### src/hw/rtl/bdsa_pkg.sv
package bdsa_pkg;

  // Field and register widths
  localparam int PIX_W      = 8;
  localparam int AVG_W      = 8;
  localparam int FAC_W      = 4;
  localparam int DIM_W      = 12;
  localparam int CFG_IDX_W  = 2;

  // Geometry limits
  localparam int MAX_WIDTH  = 2048;
  localparam int MAX_FACTOR = 8;
  localparam int COL_W      = $clog2(MAX_WIDTH);
  localparam int ROW_W      = DIM_W;
  localparam int SUB_W      = $clog2(MAX_FACTOR);
  localparam int POS_W      = ROW_W + FAC_W + 1;

  // Block sum: up to MAX_FACTOR squared pixels of 255
  localparam int SUM_W      = 14;

  // Reciprocal divide by factor squared
  localparam int RECIP_SHIFT = 20;
  localparam int RECIP_W     = RECIP_SHIFT + 1;
  localparam int PROD_W      = SUM_W + RECIP_W;
  localparam int QUOT_W      = PROD_W - RECIP_SHIFT;
  localparam int AVG_MAX     = 254;

  // Result queue
  localparam int OFIFO_DEPTH = 8;
  localparam int OFIFO_AW    = $clog2(OFIFO_DEPTH);
  localparam int OFIFO_CW    = OFIFO_AW + 1;
  localparam int CREDIT_W    = OFIFO_CW + 1;

  // Configuration register indexes
  typedef enum logic [CFG_IDX_W-1:0] {
    CFG_FACTOR    = 2'd0,
    CFG_IN_WIDTH  = 2'd1,
    CFG_IN_HEIGHT = 2'd2
  } cfg_idx_t;

  // Read-modify-write request for one pixel
  typedef struct packed {
    logic [COL_W-1:0] col;
    logic             first;
    logic [PIX_W-1:0] pixel;
    logic [FAC_W-1:0] fac;
    logic             emit;
    logic             row_end;
  } acc_req_t;

  // Finished block on its way to the divider
  typedef struct packed {
    logic [SUM_W-1:0] sum;
    logic [FAC_W-1:0] fac;
    logic             row_end;
  } blk_t;

  // One result word
  typedef struct packed {
    logic [AVG_W-1:0] average;
    logic             row_end;
  } res_t;

  // ceil(2^RECIP_SHIFT / f^2), exact floor for every sum below 2^SUM_W
  function automatic logic [RECIP_W-1:0] recip_of(input logic [FAC_W-1:0] f);
    logic [RECIP_W-1:0] r;
    case (f)
      4'd1:    r = RECIP_W'(1048576);
      4'd2:    r = RECIP_W'(262144);
      4'd3:    r = RECIP_W'(116509);
      4'd4:    r = RECIP_W'(65536);
      4'd5:    r = RECIP_W'(41944);
      4'd6:    r = RECIP_W'(29128);
      4'd7:    r = RECIP_W'(21400);
      4'd8:    r = RECIP_W'(16384);
      default: r = RECIP_W'(1048576);
    endcase
    return r;
  endfunction

endpackage

### src/hw/rtl/bdsa_div.sv
module bdsa_div import bdsa_pkg::*; (
  input  logic clk,
  input  logic rst_n,
  input  logic blk_v,
  input  blk_t blk,
  output logic res_v,
  output res_t res
);

  logic [PROD_W-1:0] prod_r;
  logic              prod_v_r;
  logic              row_end_r;
  logic [QUOT_W-1:0] quot;

  // Multiply by the reciprocal of factor squared
  always_ff @(posedge clk) begin
    prod_r    <= PROD_W'(blk.sum) * PROD_W'(recip_of(blk.fac));
    row_end_r <= blk.row_end;
  end

  always_ff @(posedge clk) begin
    if (!rst_n) begin
      prod_v_r <= 1'b0;
    end else begin
      prod_v_r <= blk_v;
    end
  end

  // Drop the fraction and clamp to AVG_MAX (254)
  assign quot  = prod_r[PROD_W-1:RECIP_SHIFT];
  assign res_v = prod_v_r;

  always_comb begin
    res.average = (quot > QUOT_W'(AVG_MAX)) ? AVG_W'(AVG_MAX) : quot[AVG_W-1:0];
    res.row_end = row_end_r;
  end

endmodule

### config.mk
export PLATFORM = sky130hd
export DESIGN_NAME = bdsa_div
export DESIGN_NICKNAME = d
export VERILOG_FILES = /design/src/hw/rtl/bdsa_pkg.sv /design/src/hw/rtl/bdsa_div.sv
export SDC_FILE = /design/constraint.sdc
export NUM_CORES = 1
export LEC_CHECK = 0
export BUFFER_PORTS_ARGS = -buffer_cell sky130_fd_sc_hd__buf_2
export CAP_MARGIN = 20
export CORE_ASPECT_RATIO = 1.25
export CORE_MARGIN = 4
export CORE_UTILIZATION = 40
export CTS_CLUSTER_SIZE = 8
export DETAILED_ROUTE_END_ITERATION = 10
export PLACE_DENSITY = 0.67
export RECOVER_POWER = 25
export SYNTH_ARGS = -nofsm -noshare
export SYNTH_HDL_FRONTEND = slang
export SYNTH_SLANG_ARGS = --single-unit
### constraint.sdc
create_clock -name clk -period 7.6 [get_ports clk]
set_input_delay 1.52 -clock clk [delete_from_list [all_inputs] [get_ports clk]]
set_output_delay 1.52 -clock clk [all_outputs]
set_load 0.03 [all_outputs]
==> flow_metrics.env <==
export IMPL_yosysWarnings=0
export IMPL_io_pins=32
export IMPL_viasPerCell=5.000
export IMPL_placeableCoreArea_mm2=0.02017
export IMPL_fin_nets=1280
export IMPL_fin_area_mm2=0.008956
export IMPL_cts_tree="done"
export IMPL_swShare_pct=51.18
export IMPL_flow_area_growth_from_synthesis_pct=8.685
export IMPL_power_mw=1.070
export IMPL_critPathArrivalTime_ns=7.49
export IMPL_antenna_found_initial=0
export IMPL_dieArea_mm2=0.02298
export IMPL_synthDistinctLibCells=50
export IMPL_syn_inst=923
export IMPL_ctsRootBufferMaster="clkbuf_16"
export IMPL_synth_top_family_by_area="adder cells"
export IMPL_grt_setup_unrepaired="false"
export IMPL_synth_top_area_share_pct=37.90
export IMPL_wirelength_mm=19.76
export IMPL_cts_sinks=17
export IMPL_grt_remaining_overflow=0
export IMPL_gp_congestion=0.9560
export IMPL_relSlewSlack_pct=62.21
export IMPL_power_density_mw_per_mm2=119.5
export IMPL_yosys_most_used_dff="dfxtp_1"
export IMPL_place_area_mm2=0.008860
export IMPL_synth_xor_area_share_pct=1.594
export IMPL_die_h_um=168.5
export IMPL_maxCapViolations=0
export IMPL_path_class="in2reg"
export IMPL_htreeDepth=1
export IMPL_clk_transition_reported_paths_ns=0.05
export IMPL_cp_max_fo=13
export IMPL_synthSimpleGateAreaFrac_pct=15.37
export IMPL_cts_buffer_depth=2
export IMPL_dr_pass1_iters=4
export IMPL_p_int_mw=0.5223
export IMPL_holdBufCountCts=0
export IMPL_synth_compound_area_share_pct=7.455
export IMPL_hold_viol_final=0
export IMPL_start_util_pct=40.85
export IMPL_ant_nets=0
export IMPL_hold_path_class="in2reg"
export IMPL_cts_setup_buffers=0
export IMPL_drive_gt1_share_pct=8.873
export IMPL_avgSynthCellArea_um2=8.928
export IMPL_switchingPower_mw=0.5475
export IMPL_max_slew_worst_pin_slew_ns=0.5609
export IMPL_critPathLaunchType="primary input"
export IMPL_num_rows=58
export IMPL_synth_fa_ha_area_share_pct=59.61
export IMPL_synth_area_top_cells="fa_1, ha_1, inv_1"
export IMPL_netlist_area_mm2=0.008240
export IMPL_required_ns=7.73
export IMPL_power_leakage_nw=5.071
export IMPL_via_count=6140
export IMPL_status="finished clean"
export IMPL_die_w_um=136.4
export IMPL_endpoint_kind="flip-flop"
export IMPL_ys_ff_latch=17
export IMPL_clock_fmax_ghz=0.1358
export IMPL_yosys_area_top_type="fa_1"
export IMPL_ys_seq_area_share_pct=4.130
export IMPL_post_dp_hpwl_mm=17.69
export IMPL_post_synth_mux_area_share_pct=0.1215
export IMPL_grt_pass1_vias=6603
export IMPL_numCtsBuffers=3
export IMPL_max_vdd_ir_drop_mv=0.1035
export IMPL_grt_pass1_wl_mm=32.79
export IMPL_synthArstFlopShare_pct=0
export IMPL_syn_num_nets=1244
export IMPL_finalCritPeriodShare_pct=96.90
export IMPL_grt_max_degree=20
export IMPL_seq_power_share_pct=12.4
export IMPL_drt_iter0_markers=237
export IMPL_utilization_pct=44.39
export IMPL_diodes=0
export IMPL_grtUsageTotal_pct=17.95
export IMPL_synth_edf_count=0
export IMPL_io_buffers=31
export IMPL_maxSlewViolCount=0
export IMPL_drc=0
export IMPL_combPwrFrac_pct=78.1
export IMPL_power_frac_clock_pct=9.5
export IMPL_wire_per_inst_um=16.09
export IMPL_finalCriticalPeriod_ns=7.364
export IMPL_setup_violations=0
-- path summary, 6_finish.rpt --
kind	from	to	slack, ns	depth (start not counted)
setup / recovery	blk[1]	prod_r[30]	0.24	24
hold / removal	blk[0]	row_end_r	1.38	1
-- what timing repair did --
item | CTS | global route
endpoints found under the setup margin | 0 | 4
gates resized for setup | 0 | 7
hold endpoints to repair | 0 | 0
-- power groups by stage --
stage	Sequential, mW	Combinational, mW	Clock, mW
5_1_grt	0.135	0.952	0.109
4_1_cts	0.133	0.846	0.106
3_3_place_gp	0.134	0.826	0
6_report	0.132	0.835	0.102
3_5_place_dp	0.134	0.837	0
2_1_floorplan	0.130	0.598	0
-- metrics by stage --
step | setup TNS, ns | setup WS (ns) | instances | hold slack, ns
after floorplan | 0 | 0.2127 | 923 | 1.548
after global placement | 0 | 0.07429 | 1224 | 1.623
after detailed placement | -0.01180 | -0.01180 | 1224 | 1.624
after CTS | 0 | 0.2342 | 1228 | 1.371
after global routing | 0 | 0.002575 | 1228 | 1.373
final | 0 | 0.2358 | 1228 | 1.376
-- flip-flops by register name, indices dropped and copies added (netlist names) --
signal     count
prod_r        15
res_v          1
row_end_r      1
-- cell usage in the layout (no fill, tap or decap), types with 3 or more instances in the layout --
cell | netlist | final
nand3_1 | 10 | 10
fa_1 | 156 | 156
clkbuf_1 | 21 | 4
or2_2 | 9 | 9
o211ai_1 | 6 | 6
o21ai_0 | 22 | 20
and3_1 | 3 | 3
a21oi_1 | 33 | 33
buf_2 | 4 | 27
o21a_1 | 3 | 3
xor2_1 | 6 | 6
a21o_1 | 8 | 8
a31oi_1 | 3 | 3
nor3b_1 | 4 | 3
nand2_1 | 84 | 84
ha_1 | 143 | 142
inv_1 | 227 | 227
nor2_1 | 18 | 16
clkbuf_16 | 0 | 3
nor2b_1 | 3 | 3
xnor2_1 | 9 | 9
o21ai_1 | 1 | 3
dfxtp_1 | 17 | 17
nor3_1 | 5 | 5
buf_4 | 1 | 26
and2_1 | 84 | 84
nand4_1 | 11 | 11
-- per-layer routing --
metal	wire [µm]	GRT usage, %
met3	590	1.249
met4	560	4.735
met2	11010	33.95
met1	7605	21.79
met5	0	0
-- cell type report --
type                            count  area (µm²)
Sequential cell                    17       340.3
Inverter                          227       852.1
Multi-Input combinational cell    651        6960
Tap cell                          270       337.8
Clock buffer                        3       75.07
Fill cell                        2058       11220
Timing Repair Buffer               59       385.4
Clock inverter                      1       5.005
-- kinds of logic after synthesis --
logic type	count (synthesis)
adders and majority gates	299
buffers and inverters	255
and+or+nand+nor	240
AOI/OAI and AO/OA	96
DFF	17
xor gates and xnor gates	15
muxes	1
-- cells in the mapped netlist (all sizes together) (8+ instances only) --
| master | n |
|---|---|
| a21o | 8 |
| a21oi | 35 |
| and2 | 84 |
| clkbuf | 21 |
| dfxtp | 17 |
| fa | 156 |
| ha | 143 |
| inv | 227 |
| nand2 | 84 |
| nand3 | 10 |
| nand4 | 11 |
| nor2 | 18 |
| o21ai | 25 |
| or2 | 9 |
| xnor2 | 9 |
-- critical path, cell delays in order --
cell and delay, ns:
buf_2 0.12, inv_1 0.08, ha_1 0.23, nor3b_2 0.16, buf_4 0.21, and2_1 0.17, nor2_1 0.08, fa_1 0.53
inv_1 0.05, fa_1 0.49, fa_1 0.59, fa_1 0.45, fa_1 0.50, inv_1 0.05, fa_1 0.53, inv_1 0.04
ha_1 0.29, a21oi_1 0.23, o21ai_0 0.14, a41oi_1 0.25, nand3_1 0.16, and4_1 0.27, a21bo_2 0.20, xor2_1 0.13
No activity file was read; power rests on OpenSTA's default activity.
