==> src/hw/rtl/bdsa_pkg.sv <==
package bdsa_pkg;

  // Field and register widths
  localparam int PIX_W      = 8;
  localparam int AVG_W      = 8;
  localparam int FAC_W      = 4;
  localparam int DIM_W      = 12;
  localparam int CFG_IDX_W  = 2;

  // Geometry limits
  localparam int MAX_WIDTH  = 2048;
  localparam int MAX_FACTOR = 8;
  localparam int COL_W      = $clog2(MAX_WIDTH);
  localparam int ROW_W      = DIM_W;
  localparam int SUB_W      = $clog2(MAX_FACTOR);
  localparam int POS_W      = ROW_W + FAC_W + 1;

  // Block sum: up to MAX_FACTOR squared pixels of 255
  localparam int SUM_W      = 14;

  // Reciprocal divide by factor squared
  localparam int RECIP_SHIFT = 20;
  localparam int RECIP_W     = RECIP_SHIFT + 1;
  localparam int PROD_W      = SUM_W + RECIP_W;
  localparam int QUOT_W      = PROD_W - RECIP_SHIFT;
  localparam int AVG_MAX     = 254;

  // Result queue
  localparam int OFIFO_DEPTH = 8;
  localparam int OFIFO_AW    = $clog2(OFIFO_DEPTH);
  localparam int OFIFO_CW    = OFIFO_AW + 1;
  localparam int CREDIT_W    = OFIFO_CW + 1;

  // Configuration register indexes
  typedef enum logic [CFG_IDX_W-1:0] {
    CFG_FACTOR    = 2'd0,
    CFG_IN_WIDTH  = 2'd1,
    CFG_IN_HEIGHT = 2'd2
  } cfg_idx_t;

  // Read-modify-write request for one pixel
  typedef struct packed {
    logic [COL_W-1:0] col;
    logic             first;
    logic [PIX_W-1:0] pixel;
    logic [FAC_W-1:0] fac;
    logic             emit;
    logic             row_end;
  } acc_req_t;

  // Finished block on its way to the divider
  typedef struct packed {
    logic [SUM_W-1:0] sum;
    logic [FAC_W-1:0] fac;
    logic             row_end;
  } blk_t;

  // One result word
  typedef struct packed {
    logic [AVG_W-1:0] average;
    logic             row_end;
  } res_t;

  // ceil(2^RECIP_SHIFT / f^2), exact floor for every sum below 2^SUM_W
  function automatic logic [RECIP_W-1:0] recip_of(input logic [FAC_W-1:0] f);
    logic [RECIP_W-1:0] r;
    case (f)
      4'd1:    r = RECIP_W'(1048576);
      4'd2:    r = RECIP_W'(262144);
      4'd3:    r = RECIP_W'(116509);
      4'd4:    r = RECIP_W'(65536);
      4'd5:    r = RECIP_W'(41944);
      4'd6:    r = RECIP_W'(29128);
      4'd7:    r = RECIP_W'(21400);
      4'd8:    r = RECIP_W'(16384);
      default: r = RECIP_W'(1048576);
    endcase
    return r;
  endfunction

endpackage

==> src/hw/rtl/bdsa_ofifo.sv <==
module bdsa_ofifo import bdsa_pkg::*; (
  input  logic                clk,
  input  logic                rst_n,
  input  logic                push,
  input  res_t                push_data,
  input  logic                pop,
  output logic                not_empty,
  output res_t                head,
  output logic [OFIFO_CW-1:0] count
);

  res_t                slots [OFIFO_DEPTH];
  logic [OFIFO_AW-1:0] wr_ptr_r, wr_ptr_nxt;
  logic [OFIFO_AW-1:0] rd_ptr_r, rd_ptr_nxt;
  logic [OFIFO_CW-1:0] cnt_r, cnt_nxt;

  // Advance pointers and count
  always_comb begin
    wr_ptr_nxt = push ? wr_ptr_r + OFIFO_AW'(1) : wr_ptr_r;
    rd_ptr_nxt = pop ? rd_ptr_r + OFIFO_AW'(1) : rd_ptr_r;
    cnt_nxt    = cnt_r;
    if (push && !pop) begin
      cnt_nxt = cnt_r + OFIFO_CW'(1);
    end else if (!push && pop) begin
      cnt_nxt = cnt_r - OFIFO_CW'(1);
    end
  end

  always_ff @(posedge clk) begin
    if (!rst_n) begin
      wr_ptr_r <= '0;
      rd_ptr_r <= '0;
      cnt_r    <= '0;
    end else begin
      wr_ptr_r <= wr_ptr_nxt;
      rd_ptr_r <= rd_ptr_nxt;
      cnt_r    <= cnt_nxt;
    end
  end

  always_ff @(posedge clk) begin
    if (push) begin
      slots[wr_ptr_r] <= push_data;
    end
  end

  assign not_empty = cnt_r != '0;
  assign head      = slots[rd_ptr_r];
  assign count     = cnt_r;

endmodule

==> config.mk <==
export PLATFORM = sky130hd
export DESIGN_NAME = bdsa_ofifo
export DESIGN_NICKNAME = d
export VERILOG_FILES = /design/src/hw/rtl/bdsa_pkg.sv /design/src/hw/rtl/bdsa_ofifo.sv
export SDC_FILE = /design/constraint.sdc
export NUM_CORES = 1
export LEC_CHECK = 0
export ABC_AREA = 1
export CORE_ASPECT_RATIO = 0.7
export CORE_MARGIN = 4
export CORE_UTILIZATION = 50
export CTS_CLUSTER_SIZE = 12
export DETAILED_ROUTE_END_ITERATION = 16
export DONT_BUFFER_PORTS = 1
export SLEW_MARGIN = 20
export SYNTH_ARGS = -nofsm -noshare
export SYNTH_HDL_FRONTEND = slang
export SYNTH_SLANG_ARGS = --single-unit
==> constraint.sdc <==
create_clock -name clk -period 2.7 [get_ports clk]
set_input_delay 0.54 -clock clk [delete_from_list [all_inputs] [get_ports clk]]
set_output_delay 0.54 -clock clk [all_outputs]
set_load 0.01 [all_outputs]
==> results of run 1 <==
## registers in the layout (all words and copies together), names as in the netlist, named ones only
register / count
wr_ptr_r: 3
slots: 72
count: 4
rd_ptr_r: 3
## worst paths after layout
check	slack, ps	to	startpoint	cells past startpoint
setup / recovery	420	head[2]	flop	6
hold / removal	280	slots[3][2]	push_data[2]	0
setup reg to reg	1150	slots[6][4]	wr_ptr_r[0]	3
hold reg to reg	510	wr_ptr_r[0]	wr_ptr_r[0]	2
## layout make-up
type	instances	area (µm²)
clock buffer	10	128
clock inverter	6	63.8
fill	604	2980
inverter	15	61.3
multi-input combinational	214	943
sequential	85	2420
tap	94	118
timing repair buffer	14	105
## through the flow
step	instances	hold slack, ps	utilization
final	438	280	0.563
after global routing	438	240	0.563
after CTS	438	266	0.563
after detailed placement	422	493	0.535
after global placement	422	501	0.535
after floorplan	325	469	-
## routing by layer
metal / up-vias / global-route usage / part of all wire / routed length, µm
met1: 1031 / 0.270 / 0.47 / 3330
met3: 9 / 0.0649 / 0.087 / 618
met2: 79 / 0.261 / 0.44 / 3100
met4: 0 / 0.0492 / 0.011 / 75
met5: - / 0 / 0 / 0
li1: 1116 / - / - / -
## kinds of logic after synthesis
| logic type | after synthesis | share of synthesized area |
|---|---|---|
| buffers and inverters | 26 | 0.0488 |
| and+or+nand+nor | 158 | 0.170 |
| DFF | 85 | 0.685 |
| xor gates and xnor gates | 2 | 0.00495 |
| adders and majority gates | 6 | 0.0233 |
| AOI/OAI and AO/OA | 48 | 0.0679 |
## layout by cell type, fill, tap and decap left out
| cell | synthesis | final |
|---|---|---|
| a21oi_1 | 6 | 6 |
| buf_4 | 0 | 14 |
| bufinv_16 | 0 | 1 |
| clkbuf_1 | 0 | 1 |
| clkbuf_8 | 0 | 9 |
| clkinv_1 | 1 | 2 |
| clkinv_2 | 0 | 1 |
| clkinv_4 | 0 | 1 |
| clkinvlp_4 | 0 | 1 |
| dfxtp_1 | 13 | 13 |
| edfxtp_1 | 72 | 72 |
| fa_1 | 1 | 1 |
| ha_1 | 5 | 5 |
| inv_1 | 12 | 12 |
| inv_4 | 2 | 2 |
| inv_6 | 0 | 1 |
| nand2_1 | 61 | 61 |
| nand3_1 | 4 | 4 |
| nor2_1 | 91 | 91 |
| o21ai_0 | 12 | 12 |
| o21ai_1 | 30 | 30 |
| or2_2 | 2 | 2 |
| xnor2_1 | 1 | 1 |
| xor2_1 | 1 | 1 |
## power by group through the flow
stage               clock [mW]  sequential (mW)  combinational (mW)
finish                   0.855             1.50               0.280
global placement             0             1.53               0.279
global route             0.942             1.50               0.324
detailed placement           0             1.53               0.283
CTS                      0.876             1.50               0.283
floorplan                    0             1.52               0.247
## worst reg2reg max path, delay by kind of cell (launching register included)
| kind | cells | cell delay (ps) |
|---|---|---|
| DFF | 1 | 340 |
| buffers and inverters | 1 | 230 |
| and+or+nand+nor | 2 | 700 |
==> run_results.csv, run 1 <==
group,metric,value,unit
yosys,synth.area.top_cells,"edfxtp_1 (61%), nor2_1 (9.7%), dfxtp_1 (7.4%)",
route,vias_per_cell,5.10,
yosys,synth-main-ff-cell,"edfxtp_1",
final_layout,fin_nets,358,
floorplan,die_w,109,µm
clock_network,worstSkewPairLatency,350,ps
clock_network,path_clk_slew,80,ps
timing,hold_viol_final,0,
route,firstDrtPassIters,5,
setup_path,cp-end-kind,"primary output",
placement,dp_slack,792,ps
power_and_ir_drop,p_seq_frac,0.569,
clock_network,htree_num_levels,3,
flow_run,drv_cap,0,
setup_path,path_class,"reg2out",
timing,fin_crit_sh,0.843,
yosys,syn-instance-count,325,
route,vias,2235,
power_and_ir_drop,p_int,1.99,mW
yosys,synth-edff-count,72,
yosys,synthArstFlopShare,0,
timing,rsz0062_at_grt,"no",
timing,relSlewSlack,0.620,
global_routing,grt_pass1_wl,11400,µm
setup_path,critPathMaxStageDelay,650,ps
clock_network,clock-sinks,85,
power_and_ir_drop,p_comb_frac,0.106,
setup_path,path_cells,"inv_4 -> nor2_1 -> o21ai_0 -> nand2_1 -> nand2_1 -> nand2_1",
timing,min_period,2280,ps
placement,routabilityCongestion,0.796,
power_and_ir_drop,swShare,0.246,
setup_path,crit_family,"flip-flops",
global_routing,grt_max_degree,37,
route,drt_iter0_drc,107,
placement,place_area,0.00365,mm²
timing,skew,9.10,ps
global_routing,gr-usage-all-layers,0.184,
yosys,yosysSeqAreaShare,0.685,
yosys,yosysMostFrequentCell,"nor2_1",
global_routing,antenna_found_initial,0,
clock_network,holdBufCountCts,0,
yosys,ys_ff_latch,85,
route,postRouteAntennaNets,0,
floorplan,chipHeight,78.4,µm
yosys,avgSynthCellArea,10.9,µm²
power_and_ir_drop,power,2.63,mW
clock_network,cts_root_buffer,"clkbuf_8",
yosys,synth_commonest_cells,"nor2_1 (91), edfxtp_1 (72), nand2_1 (61), o21ai_1 (30), dfxtp_1 (13)",
global_routing,grt_pass1_vias,2083,
final_layout,diodes,0,
setup_path,worstSetupStartpointType,"flop",
route,totalWireLength,7120,µm
timing,max_freq,439,MHz
timing,tightest_slew,568,ps
yosys,synth_cell_types,18,
clock_network,ctsLongestPathBuffers,2,
timing,timing_max_transition_violations_final,0,
clock_network,post_cts_buffers,0,
setup_path,worstPathRequired,2160,ps
timing,setup_tns,0,ps
outcome,status,"completed",
clock_network,cts_resized,0,
route,detail_route.wl_per_cell,16.3,µm
setup_path,arrival,1740,ps
clock_network,cts_tree,"done",
final_layout,fin_area,0.00384,mm²
floorplan,coreArea,0.00682,mm²
power_and_ir_drop,leakagePower,1.47,nW
power_and_ir_drop,pwr-share-clk,0.325,
global_routing,grt-ovfl-total,0,
floorplan,floorplan.initialDensity,0.519,
placement,hpwl,4640,µm
setup_path,crit_top_cell,"nand2_1",
route,drc_errors,0,
placement,portBuffers,0,
yosys,yosys_warnings,0,
setup_path,cpMaxStageDelayCell,"dfxtp_1",
power_and_ir_drop,powerDensity,686,mW/mm²
floorplan,fp-row-count,25,
power_and_ir_drop,ir_worst_vdd,290,µV
power_and_ir_drop,switchingPower,0.648,mW
yosys,netlist_area,0.00354,mm²
hold_path,hold_path.class,"in2reg",
clock_network,cts_buffers,9,
final_layout,area_growth,8.56,%
floorplan,io_pins,27,
yosys,syn_nets,344,
yosys,synth_top_area_cell,"edfxtp_1",
final_layout,drive_gt1_frac,0.0930,
setup_path,cp.buffers_inverters,1,
timing,setup_viol,0,
setup_path,crit_fanout,18,
floorplan,die_area,0.00851,mm²
timing,setup_slack,423,ps
yosys,synth_top_area_share,0.611,
(Power assumes the default switching activity.)
==> run 2, diff against run 1 <==
ABC_AREA = 0   (was 1)
PLACE_DENSITY = 0.68   (was not set)
clock period = 1.85 ns   (was 2.7 ns; I/O delays follow)
==> run 2 against run 1 <==
Compared with the run above:
- the run now ends with negative setup slack left
- total power increased by 64%
- worst hold slack got worse by 170 ps
- critical path depth decreased by 3
- flip-flop and latch count unchanged
- via count decreased by 29%
- global-route usage decreased by 2.3 points
- routed wire length decreased by 14%
- combinational power increased by 50%
- critical endpoint unchanged
- largest cell class unchanged
==> run_results.csv, run 2 <==
group,metric,value,unit
timing,tightest_slew,324,ps
global_routing,gr-usage-all-layers,0.161,
floorplan,die_w,107,µm
yosys,synth_top_area_cell,"edfxtp_1",
yosys,synth_cell_types,27,
final_layout,fin_nets,208,
global_routing,grt_max_degree,19,
timing,setup_viol,9,
final_layout,mostFrequentLayoutCells,"edfxtp_1 (72), mux4_2 (18), dfxtp_1 (12)",
floorplan,die_area,0.00823,mm²
route,firstDrtPassIters,4,
power_and_ir_drop,ir_worst_vdd,677,µV
timing,hold_viol_final,0,
yosys,synth-edff-count,72,
floorplan,fp-row-count,24,
floorplan,chipHeight,77.1,µm
clock_network,worstSkewPairLatency,350,ps
route,vias_per_cell,5.56,
timing,max_freq,479,MHz
timing,timing_max_transition_violations_final,0,
floorplan,io_pins,27,
yosys,synth-main-ff-cell,"edfxtp_1",
yosys,synth-simple-area-share,0.0466,
yosys,synth.area.top_cells,"edfxtp_1 (63%), mux4_1 (14%), dfxtp_1 (7.6%)",
setup_path,worstSetupStartpointType,"flop",
yosys,synth_commonest_cells,"edfxtp_1 (72), mux4_1 (18), dfxtp_1 (13), mux2_2 (9)",
yosys,yosys_warnings,0,
route,totalWireLength,6160,µm
setup_path,worstPathRequired,1480,ps
clock_network,cts_tree,"done",
final_layout,fill_cells,478,
global_routing,grt-ovfl-total,0,
route,postRouteAntennaNets,0,
setup_path,arrival,1720,ps
clock_network,path_clk_slew,80,ps
outcome,violations,"negative setup slack",
yosys,netlist_area,0.00341,mm²
clock_network,cts_buffers,9,
clock_network,holdBufCountCts,0,
final_layout,mostFrequentLayoutCell,"edfxtp_1",
power_and_ir_drop,leakagePower,1.30,nW
placement,portBuffers,0,
setup_path,path_class,"reg2out",
timing,relSlewSlack,0.783,
hold_path,hold_path.class,"in2reg",
route,vias,1585,
route,drc_errors,0,
yosys,syn_nets,191,
timing,min_period,2090,ps
yosys,avgSynthCellArea,19.8,µm²
yosys,syn-instance-count,172,
final_layout,largest_reg_flops,72,
setup_path,cp-end-kind,"primary output",
clock_network,clock-sinks,85,
route,detail_route.wl_per_cell,21.6,µm
timing,skew,7.04,ps
yosys,synth-xor-area-share,0.0154,
clock_network,post_cts_buffers,0,
setup_path,crit_fanout,6,
yosys,muxShareOfSynthArea,0.180,
timing,setup_slack,-240,ps
floorplan,floorplan.initialDensity,0.531,
flow_run,drv_cap,0,
timing,fin_crit_sh,1.13,
floorplan,coreArea,0.00643,mm²
yosys,yosysMostFrequentCell,"edfxtp_1",
yosys,ys_ff_latch,85,
placement,routabilityCongestion,0.688,
yosys,yosysSeqAreaShare,0.710,
clock_network,cts_root_buffer,"clkbuf_8",
outcome,status,"complete, but fails checks",
yosys,synthAdderAreaFrac,0.0242,
power_and_ir_drop,powerDensity,1120,mW/mm²
placement,place_area,0.00359,mm²
final_layout,diodes,0,
yosys,synth_top_area_share,0.633,
global_routing,antenna_found_initial,0,
clock_network,ctsLongestPathBuffers,2,
yosys,synthArstFlopShare,0,
yosys,synth_top_family_by_area,"multiplexers",
route,drt_iter0_drc,115,
final_layout,regMostFlops,"slots",
global_routing,grt_pass1_vias,1722,
final_layout,area_growth,13.2,%
yosys,synth_compound_area_frac,0.00696,
power_and_ir_drop,power,4.32,mW
final_layout,fin_area,0.00386,mm²
global_routing,grt_pass1_wl,9640,µm
final_layout,drive_gt1_frac,0.294,
timing,rsz0062_at_grt,"yes",
clock_network,htree_num_levels,3,
## run 2: cell count changes after synthesis, sizes merged, moves of 4 or more
cell	before	now
nor2	91	7
o21ai	42	1
a21oi	6	1
buf	11	4
nand2	61	6
nand2b	0	4
mux2	0	9
mux2i	0	4
inv	14	2
mux4	0	18
and2	0	7
## run 2: cell families after synthesis
logic type      after synthesis
compound gates                4
fa+ha+maj                     6
buf+inv                       9
mux                          31
simple gates                 31
flops                        85
xor+xnor                      6
## run 2: cell type report
type / count / area, µm² / share of cell area
Multi-Input combinational cell: 78 / 898 / 0.232
Timing Repair Buffer: 13 / 150 / 0.0388
Clock inverter: 7 / 145 / 0.0376
Sequential cell: 85 / 2430 / 0.628
Clock buffer: 9 / 124 / 0.0320
Inverter: 2 / 7.51 / 0.00194
Tap cell: 91 / 114 / 0.0295
## run 2: worst paths after layout
path	start	endpoint	cells past startpoint	slack (ps)
setup reg to reg	count[2]	count[3]	5	250
setup / recovery	flop	head[2]	3	-240
hold / removal	push_data[7]	slots[1][7]	0	110
hold reg to reg	count[3]	count[3]	2	540
## run 2: critical path: stages (launching register included)
cell     delay (ps)
dfxtp_4         410
buf_8           150
mux4_2          510
mux2_4          300
## run 2: power breakdown
group | leakage, nW | internal [mW] | switching, mW
Sequential | 0.762 | 2.15 | 0.0655
Clock | 0.130 | 1.04 | 0.646
Combinational | 0.406 | 0.232 | 0.187
## run 2: per-stage QoR
stage               utilization  setup WS [ps]  TNS (ps)  instances  hold slack (ps)
floorplan                     -           85.6         0        172              469
global placement          0.559           71.7         0        268              469
detailed placement        0.559           20.5         0        268              469
CTS                       0.601           -263     -2220        285             95.1
global route              0.601           -300     -2550        285             75.4
finish                    0.601           -240     -2030        285              105
## run 2: per-layer routing
metal,vias up,GRT usage,wire length [µm]
met1,818,0.208,2700
met5,-,0,0
met2,49,0.250,3020
li1,708,-,-
met3,10,0.0755,356
met4,0,0.0370,79
## run 2: timing repair
item	CTS	global route
gates resized for setup	32	0
endpoints found under the setup margin	9	9
gates cloned	1	0
pin swaps	0	0
