**config.mk**
```make
export PLATFORM = sky130hd
export DESIGN_NAME = bdsa_ctrl
export DESIGN_NICKNAME = d
export VERILOG_FILES = /design/src/hw/rtl/bdsa_pkg.sv /design/src/hw/rtl/bdsa_ctrl.sv
export SDC_FILE = /design/constraint.sdc
export NUM_CORES = 1
export LEC_CHECK = 0
export BUFFER_PORTS_ARGS = -buffer_cell sky130_fd_sc_hd__buf_2
export CORE_ASPECT_RATIO = 0.75
export CORE_UTILIZATION = 55
export DETAILED_ROUTE_END_ITERATION = 7
export PLACE_DENSITY = 0.83
export SLEW_MARGIN = 15
export SYNTH_ARGS = -nofsm -noshare
export SYNTH_HDL_FRONTEND = slang
export SYNTH_SLANG_ARGS = --single-unit
```
**constraint.sdc**
```tcl
create_clock -name clk -period 18.1 [get_ports clk]
set_input_delay 5.43 -clock clk [delete_from_list [all_inputs] [get_ports clk]]
set_output_delay 5.43 -clock clk [all_outputs]
set_load 0.02 [all_outputs]
```
**src/hw/rtl/bdsa_pkg.sv**
```systemverilog
package bdsa_pkg;

  // Field and register widths
  localparam int PIX_W      = 8;
  localparam int AVG_W      = 8;
  localparam int FAC_W      = 4;
  localparam int DIM_W      = 12;
  localparam int CFG_IDX_W  = 2;

  // Geometry limits
  localparam int MAX_WIDTH  = 2048;
  localparam int MAX_FACTOR = 8;
  localparam int COL_W      = $clog2(MAX_WIDTH);
  localparam int ROW_W      = DIM_W;
  localparam int SUB_W      = $clog2(MAX_FACTOR);
  localparam int POS_W      = ROW_W + FAC_W + 1;

  // Block sum: up to MAX_FACTOR squared pixels of 255
  localparam int SUM_W      = 14;

  // Reciprocal divide by factor squared
  localparam int RECIP_SHIFT = 20;
  localparam int RECIP_W     = RECIP_SHIFT + 1;
  localparam int PROD_W      = SUM_W + RECIP_W;
  localparam int QUOT_W      = PROD_W - RECIP_SHIFT;
  localparam int AVG_MAX     = 254;

  // Result queue
  localparam int OFIFO_DEPTH = 8;
  localparam int OFIFO_AW    = $clog2(OFIFO_DEPTH);
  localparam int OFIFO_CW    = OFIFO_AW + 1;
  localparam int CREDIT_W    = OFIFO_CW + 1;

  // Configuration register indexes
  typedef enum logic [CFG_IDX_W-1:0] {
    CFG_FACTOR    = 2'd0,
    CFG_IN_WIDTH  = 2'd1,
    CFG_IN_HEIGHT = 2'd2
  } cfg_idx_t;

  // Read-modify-write request for one pixel
  typedef struct packed {
    logic [COL_W-1:0] col;
    logic             first;
    logic [PIX_W-1:0] pixel;
    logic [FAC_W-1:0] fac;
    logic             emit;
    logic             row_end;
  } acc_req_t;

  // Finished block on its way to the divider
  typedef struct packed {
    logic [SUM_W-1:0] sum;
    logic [FAC_W-1:0] fac;
    logic             row_end;
  } blk_t;

  // One result word
  typedef struct packed {
    logic [AVG_W-1:0] average;
    logic             row_end;
  } res_t;

  // ceil(2^RECIP_SHIFT / f^2), exact floor for every sum below 2^SUM_W
  function automatic logic [RECIP_W-1:0] recip_of(input logic [FAC_W-1:0] f);
    logic [RECIP_W-1:0] r;
    case (f)
      4'd1:    r = RECIP_W'(1048576);
      4'd2:    r = RECIP_W'(262144);
      4'd3:    r = RECIP_W'(116509);
      4'd4:    r = RECIP_W'(65536);
      4'd5:    r = RECIP_W'(41944);
      4'd6:    r = RECIP_W'(29128);
      4'd7:    r = RECIP_W'(21400);
      4'd8:    r = RECIP_W'(16384);
      default: r = RECIP_W'(1048576);
    endcase
    return r;
  endfunction

endpackage

```
**src/hw/rtl/bdsa_ctrl.sv**
```systemverilog
module bdsa_ctrl import bdsa_pkg::*; (
  input  logic             clk,
  input  logic             rst_n,
  input  logic [FAC_W-1:0] factor,
  input  logic [DIM_W-1:0] in_width,
  input  logic [DIM_W-1:0] in_height,
  input  logic             accept,
  input  logic [PIX_W-1:0] pixel,
  output acc_req_t         req
);

  logic [COL_W-1:0] col_r, col_nxt;
  logic [ROW_W-1:0] row_r, row_nxt;
  logic [SUB_W-1:0] subc_r, subc_nxt;
  logic [SUB_W-1:0] subr_r, subr_nxt;

  logic [FAC_W-1:0] f_eff;
  logic [FAC_W-1:0] f_m1;
  logic [DIM_W-1:0] w_eff;
  logic [DIM_W-1:0] h_eff;
  logic [POS_W-1:0] x;
  logic [POS_W-1:0] y;
  logic             last_col;
  logic             last_row;
  logic             at_row_end;
  logic             at_frame_end;

  // Clamp the configuration to usable values
  always_comb begin
    if (factor == '0) begin
      f_eff = FAC_W'(1);
    end else if (factor > FAC_W'(MAX_FACTOR)) begin
      f_eff = FAC_W'(MAX_FACTOR);
    end else begin
      f_eff = factor;
    end
    if (in_width == '0) begin
      w_eff = DIM_W'(1);
    end else if (in_width > DIM_W'(MAX_WIDTH)) begin
      w_eff = DIM_W'(MAX_WIDTH);
    end else begin
      w_eff = in_width;
    end
    h_eff = (in_height == '0) ? DIM_W'(1) : in_height;
  end

  // Pixel position and block boundaries
  assign f_m1         = f_eff - FAC_W'(1);
  assign x            = POS_W'(col_r) * POS_W'(f_eff) + POS_W'(subc_r);
  assign y            = POS_W'(row_r) * POS_W'(f_eff) + POS_W'(subr_r);
  assign last_col     = FAC_W'(subc_r) >= f_m1;
  assign last_row     = FAC_W'(subr_r) >= f_m1;
  assign at_row_end   = x >= POS_W'(w_eff - DIM_W'(1));
  assign at_frame_end = y >= POS_W'(h_eff - DIM_W'(1));

  // Build the request for the line store
  always_comb begin
    req.col     = col_r;
    req.first   = (subc_r == '0) && (subr_r == '0);
    req.pixel   = pixel;
    req.fac     = f_eff;
    req.emit    = last_col && last_row;
    req.row_end = (x + POS_W'(f_eff)) >= POS_W'(w_eff);
  end

  // Advance the raster position on each accepted word
  always_comb begin
    col_nxt  = col_r;
    row_nxt  = row_r;
    subc_nxt = subc_r;
    subr_nxt = subr_r;
    if (accept) begin
      if (at_row_end) begin
        subc_nxt = '0;
        col_nxt  = '0;
        if (at_frame_end) begin
          subr_nxt = '0;
          row_nxt  = '0;
        end else if (last_row) begin
          subr_nxt = '0;
          row_nxt  = row_r + ROW_W'(1);
        end else begin
          subr_nxt = subr_r + SUB_W'(1);
        end
      end else if (last_col) begin
        subc_nxt = '0;
        col_nxt  = col_r + COL_W'(1);
      end else begin
        subc_nxt = subc_r + SUB_W'(1);
      end
    end
  end

  always_ff @(posedge clk) begin
    if (!rst_n) begin
      col_r  <= '0;
      row_r  <= '0;
      subc_r <= '0;
      subr_r <= '0;
    end else begin
      col_r  <= col_nxt;
      row_r  <= row_nxt;
      subc_r <= subc_nxt;
      subr_r <= subr_nxt;
    end
  end

endmodule

```
==> results.yml, run 1 <==
cells_and_area:
  num_antenna_cells: 0
  syn_to_final_growth_pct: 6.68
  multiInputGateArea_um2: 5690
  final_common_cell: "ha_1"
  ff_latch_area_um2: 581
  drive_gt1_frac: 0.0917
  fin_nets: 1089
  layout_common_cells: "ha_1, nand2_1, inv_1"
  fillCellCount: 1065
synth:
  yosysWarnings: 0
  ys_seq_area_frac: 0.0860
  synth_compound_area_frac: 0.155
  synth_fa_ha_area_frac: 0.378
  dominantRegCellSynth: "dfxtp_1"
  async_reset_ff_frac: 0
  ys_ff_latch: 29
  synthXorXnorAreaFrac: 0.0675
  synth_top_area_cell: "ha_1"
  synthSimpleGateAreaFrac: 0.232
  syn-cell-area_um2: 6750
  synth.top_cell.area_share: 0.250
  synth_mux_area_frac: 0.00890
  synth-edff-count: 0
  synth_nets: 1059
  synth_cells: 842
  synth_top_family_by_area: "adder cells"
  ys_types: 65
  synth.avg_cell_area_um2: 8.01
  synthTopCellsByArea: "ha_1, fa_1, dfxtp_1"
grt:
  grt_max_degree: 28
  grt_util_all_layers: 0.268
  grt_pass1_wl_mm: 27.6
  antenna_found_initial: 0
  grt_pass1_vias: 5790
  grt_overflow: 0
setup_path:
  crit_type: "in -> out"
  cp_max_fo: 27
  cp-start-kind: "primary input"
  arrival_ps: 11750
  crit_path_end_kind: "output port"
  worst_ep_required_time_ps: 12670
clock_network:
  ctsHoldBuffers: 0
  cts.htree.levels: 2
  cts-root-buf: "clkbuf_16"
  clk_latency_ps: 280
  clk_pin_slew_worst_paths_ps: 50
  postCtsSetupRepairBufs: 0
  cts-resized-gates: 0
  clockBufferDepth: 2
  cts_buffers: 5
  cts_sinks: 29
  cts_tree: "yes"
floorplan:
  start_util: 0.573
  core_area_um2: 11800
  die_w_um: 130
  die_height_um: 97.9
  ios: 65
  dieArea_um2: 12700
  rows: 34
flow_run:
  drv_cap: 0
place:
  place_hpwl_mm: 12.9
  portBuffers: 48
  gp_congestion: 1.03
timing:
  finClkSkew_ps: 4.94
  rsz0062_at_grt: "no"
  maxSlewViolCount: 0
  hold_viol: 0
  fmax_ghz: 0.0582
  period_share: 0.949
  setup_viol: 0
  slew_headroom: 0.480
  finalCriticalPeriod_ps: 17180
  tightest_slew_ps: 773
  fin_setup_tns_ps: 0
  hold_slack_ps: 530
route:
  antenna_left: 0
  wl_per_cell_um: 15.6
  wirelength_mm: 16.2
  first_pass_iters: 5
  viasPerCell: 5.98
  drtIter0Drc: 483
  vias: 6182
  drcViolationCount: 0
outcome:
  status: "complete, no violations"
power_and_ir_drop:
  power_density_nw_per_um2: 28.1
  power.leakage_nw: 3.78
  fin_total_pwr_mw: 0.202
  irDropWorstVdd_uv: 36.2
min_path:
  hold_class: "reg -> reg"
==> report_power, final <==
| part | switching [mW] | internal (mW) | total [mW] | leakage (nW) |
|---|---|---|---|---|
| clock | 0.0290 | 0.0538 | 0.0828 | 0.0700 |
| sequential | 0.00138 | 0.0646 | 0.0660 | 0.234 |
| combinational | 0.0331 | 0.0201 | 0.0532 | 3.48 |
| total | 0.0634 | 0.139 | 0.202 | 3.78 |
==> per-stage QoR <==
step / instance area [µm²] / setup WS (ps) / util / instances
floorplan: 6750 / 1900 / - / 842
global placement: 7060 / 1490 / 0.599 / 1027
detailed placement: 7060 / 1090 / 0.599 / 1027
CTS: 7200 / 1020 / 0.611 / 1034
global route: 7200 / 399 / 0.611 / 1034
finish: 7200 / 918 / 0.611 / 1034
==> cell families after synthesis <==
group	count (synthesis)
simple gates	306
fa+ha+maj	178
compound gates	159
buf+inv	111
xor+xnor	52
flops	29
mux	6
other cells	1
==> state kept, by name (all words and copies together) (netlist names) <==
register / count
subc_r: 3
row_r: 12
col_r: 11
subr_r: 3
==> final cells by class <==
class / instances / area share
Tap cell: 162 / 0.0282
Sequential cell: 29 / 0.0807
Inverter: 81 / 0.0422
Clock buffer: 7 / 0.0198
Multi-Input combinational cell: 702 / 0.791
Timing Repair Buffer: 53 / 0.0386
==> worst paths after layout <==
| path | cells past startpoint | start | slack [ps] | end |
|---|---|---|---|---|
| hold reg to reg | 2 | row_r[11] | 530 | row_r[11] |
| hold / removal | 2 | row_r[11] | 530 | row_r[11] |
| setup / recovery | 25 | factor[3] | 920 | req[0] |
| setup reg to reg | 21 | col_r[3] | 11370 | row_r[11] |
==> cells in the mapped netlist (3+ instances only) <==
cell and count:
ha_1 135, nand2_1 88, inv_1 80, a21oi_1 51
and2_1 51, nor2_1 49, fa_1 43, xnor2_1 31
dfxtp_1 29, nand3_1 25, o21ai_0 22, xor2_1 21
a21o_1 18, nand4_1 17, clkbuf_1 16, nor3_1 15
nor2b_1 12, nor4_1 9, o31ai_1 9, buf_4 8
o211ai_1 8, or4_1 8, a211oi_1 7, a31oi_1 7
and3_1 7, mux2i_1 6, o21a_1 5, o31a_1 5
or3_1 5, a31o_2 4, o21bai_1 4, nand2b_1 3
or4_2 3
==> worst max-delay path: stages <==
cell and delay [ps]:
buf_2 110, buf_4 230, nor2b_2 550, and2_1 230
fa_1 400, inv_1 90, fa_1 420, inv_1 80
ha_1 250, ha_1 290, a211oi_1 410, o21bai_1 130
a21oi_1 210, xnor2_1 330, nand4_1 320, xnor2_1 220
ha_1 310, a21o_1 190, a21o_1 190, a2111oi_0 480
o211ai_1 190, a31o_2 270, nor4_1 150, o21ai_0 120
buf_2 170
==> routing by layer <==
metal  wire length [µm]  vias to the layer above  global-route usage
met1               8110                     2913               0.412
li1                   -                     3015                   -
met4                 60                        0              0.0233
met3               1320                       14              0.0542
met5                  0                        -                   0
met2               6670                      240               0.394
Power figures use the tool's default switching activity.
==> inputs of run 2 (changes only) <==
--- a/config.mk
+++ b/config.mk
@@ -9,7 +9,7 @@
 export CORE_ASPECT_RATIO = 0.75
 export CORE_UTILIZATION = 55
 export DETAILED_ROUTE_END_ITERATION = 7
-export PLACE_DENSITY = 0.83
+export PLACE_DENSITY_LB_ADDON = 0.25
 export SLEW_MARGIN = 15
 export SYNTH_ARGS = -nofsm -noshare
 export SYNTH_HDL_FRONTEND = slang
==> run 2 against run 1 <==
First-iteration DRC count decreased by 25%. Worst setup slack improved by 120 ps. Non-clock buffer count unchanged. Die area unchanged. Critical path depth decreased by 1. Worst hold slack improved by 1.4 ps. Final cell count about the same. Largest cell class unchanged. Sequential share of layout area about the same. Combinational power decreased by 2%. Register-to-register slack got worse by 40 ps.
==> results.yml, run 2 (synthesized netlist as in run 1, its figures left out) <==
cells_and_area:
  layout_common_cells: "ha_1, nand2_1, inv_1"
  fin_nets: 1089
  largest_register_ffs: 12
  drive_gt1_frac: 0.0939
  final_util: 0.612
  final_common_cell: "ha_1"
  syn_to_final_growth_pct: 6.90
  num_antenna_cells: 0
  regMostFlops: "row_r"
  top_regs: "row_r x12, col_r x11"
  finalInstanceArea_um2: 7210
  fillCellCount: 1089
floorplan:
  core_area_um2: 11800
  die_height_um: 97.9
  rows: 34
  start_util: 0.573
  dieArea_um2: 12700
  die_w_um: 130
  ios: 65
timing:
  hold_viol: 0
  fin_setup_tns_ps: 0
  period_share: 0.943
  finalCriticalPeriod_ps: 17060
  tightest_slew_ps: 756
  setup_viol: 0
  rsz0062_at_grt: "no"
  finClkSkew_ps: 1.74
  fmax_ghz: 0.0586
  slew_headroom: 0.494
  maxSlewViolCount: 0
place:
  dpl_cell_area_um2: 7060
  portBuffers: 48
  place_hpwl_mm: 12.3
  gp_congestion: 0.909
setup_path:
  slowest_stage: "nor2b_2"
  cp_max_fo: 28
  cp-endpoint: "req[0]"
  startpoint: "factor[3]"
  arrival_ps: 11630
  r2r_end: "row_r[11]"
  r2r-start: "col_r[3]"
  path_cells: "buf_2 > nor2b_2 > and2_1 > fa_1 > inv_1 > fa_1 > inv_1 > ha_1 > ha_1 > nor2b_1 > o21a_1 > nor2_1 > xnor2_1 > nand4_1 > xnor2_1 > ha_1 > a21o_1 > a21o_1 > a2111oi_0 > o211ai_1 > a31o_2 > nor4_1 > o21ai_0 > buf_2"
  cp_slowest_stage_delay_ps: 670
  r2r_setup_slack_ps: 11330
  worst_ep_required_time_ps: 12670
  crit_top_cell: "ha_1"
  crit_type: "in -> out"
  r2r_cells: 19
  cp-start-kind: "primary input"
  crit_path_end_kind: "output port"
power_and_ir_drop:
  irDropWorstVdd_uv: 33.2
  power.leakage_nw: 3.79
  power_density_nw_per_um2: 28.9
grt:
  antenna_found_initial: 0
  grt_max_degree: 29
  grt_util_all_layers: 0.260
  grt_pass1_vias: 5428
  grt_pass1_wl_mm: 26.6
  grt_overflow: 0
clock_network:
  ctsHoldBuffers: 0
  cts_buffers: 5
  clockBufferDepth: 2
  postCtsSetupRepairBufs: 0
  cts_tree: "yes"
  cts_sinks: 29
  cts-root-buf: "clkbuf_16"
  clk_latency_ps: 280
  cts-resized-gates: 0
  clk_pin_slew_worst_paths_ps: 50
  cts.htree.levels: 2
route:
  viasPerCell: 5.70
  antenna_left: 0
  first_pass_iters: 5
  wirelength_mm: 15.3
  wl_per_cell_um: 14.8
  drcViolationCount: 0
  vias: 5900
  drtIter0Drc: 363
outcome:
  status: "complete, no violations"
flow_run:
  drv_cap: 0
min_path:
  hold_class: "reg -> reg"
## run 2: worst min-delay path by stage
stage               startpoint         to  slack (ps)  depth (start not counted)
floorplan            subr_r[1]  subr_r[1]         480                          2
global placement     row_r[11]  row_r[11]         520                          2
detailed placement   subr_r[1]  subr_r[1]         520                          2
CTS                  subr_r[1]  subr_r[1]         530                          2
global route         subr_r[1]  subr_r[1]         570                          2
finish               subr_r[1]  subr_r[1]         530                          2
## run 2: final cells by class
class | instances | area (µm²) | area share
Tap cell | 162 | 203 | 0.0281
Sequential cell | 29 | 581 | 0.0805
Clock inverter | 1 | 5.00 | 0.000694
Inverter | 81 | 304 | 0.0422
Timing Repair Buffer | 53 | 278 | 0.0385
Multi-Input combinational cell | 702 | 5690 | 0.789
Clock buffer | 7 | 153 | 0.0212
## run 2: worst max-delay path, delay by kind of cell
family / cells / cell delay (ps)
compound gates: 7 / 1530
xor+xnor: 2 / 730
fa+ha+maj: 5 / 1730
buf+inv: 4 / 600
simple gates: 6 / 1620
## run 2: through the flow
step                      power, mW  cells  worst slack [ps]  hold WS [ps]
after floorplan               0.104    842              1900           481
after global placement        0.118   1027              1370           524
after detailed placement      0.118   1027              1150           524
after CTS                     0.207   1035              1100           531
after global routing          0.219   1035               484           567
final                         0.209   1035              1040           531
## run 2: per-layer routing
layer	global-route usage	vias to the layer above	wire, µm
met1	0.443	2728	8660
met3	0.0433	13	995
met2	0.338	156	5580
met5	0	-	0
met4	0.0206	0	52
li1	-	3003	-
## run 2: where the power goes
part / total (mW) / leakage, nW / internal (mW) / switching (mW)
Sequential: 0.0660 / 0.234 / 0.0645 / 0.00147
Combinational: 0.0522 / 3.48 / 0.0200 / 0.0322
Clock: 0.0904 / 0.0799 / 0.0582 / 0.0322
Total: 0.209 / 3.79 / 0.143 / 0.0659
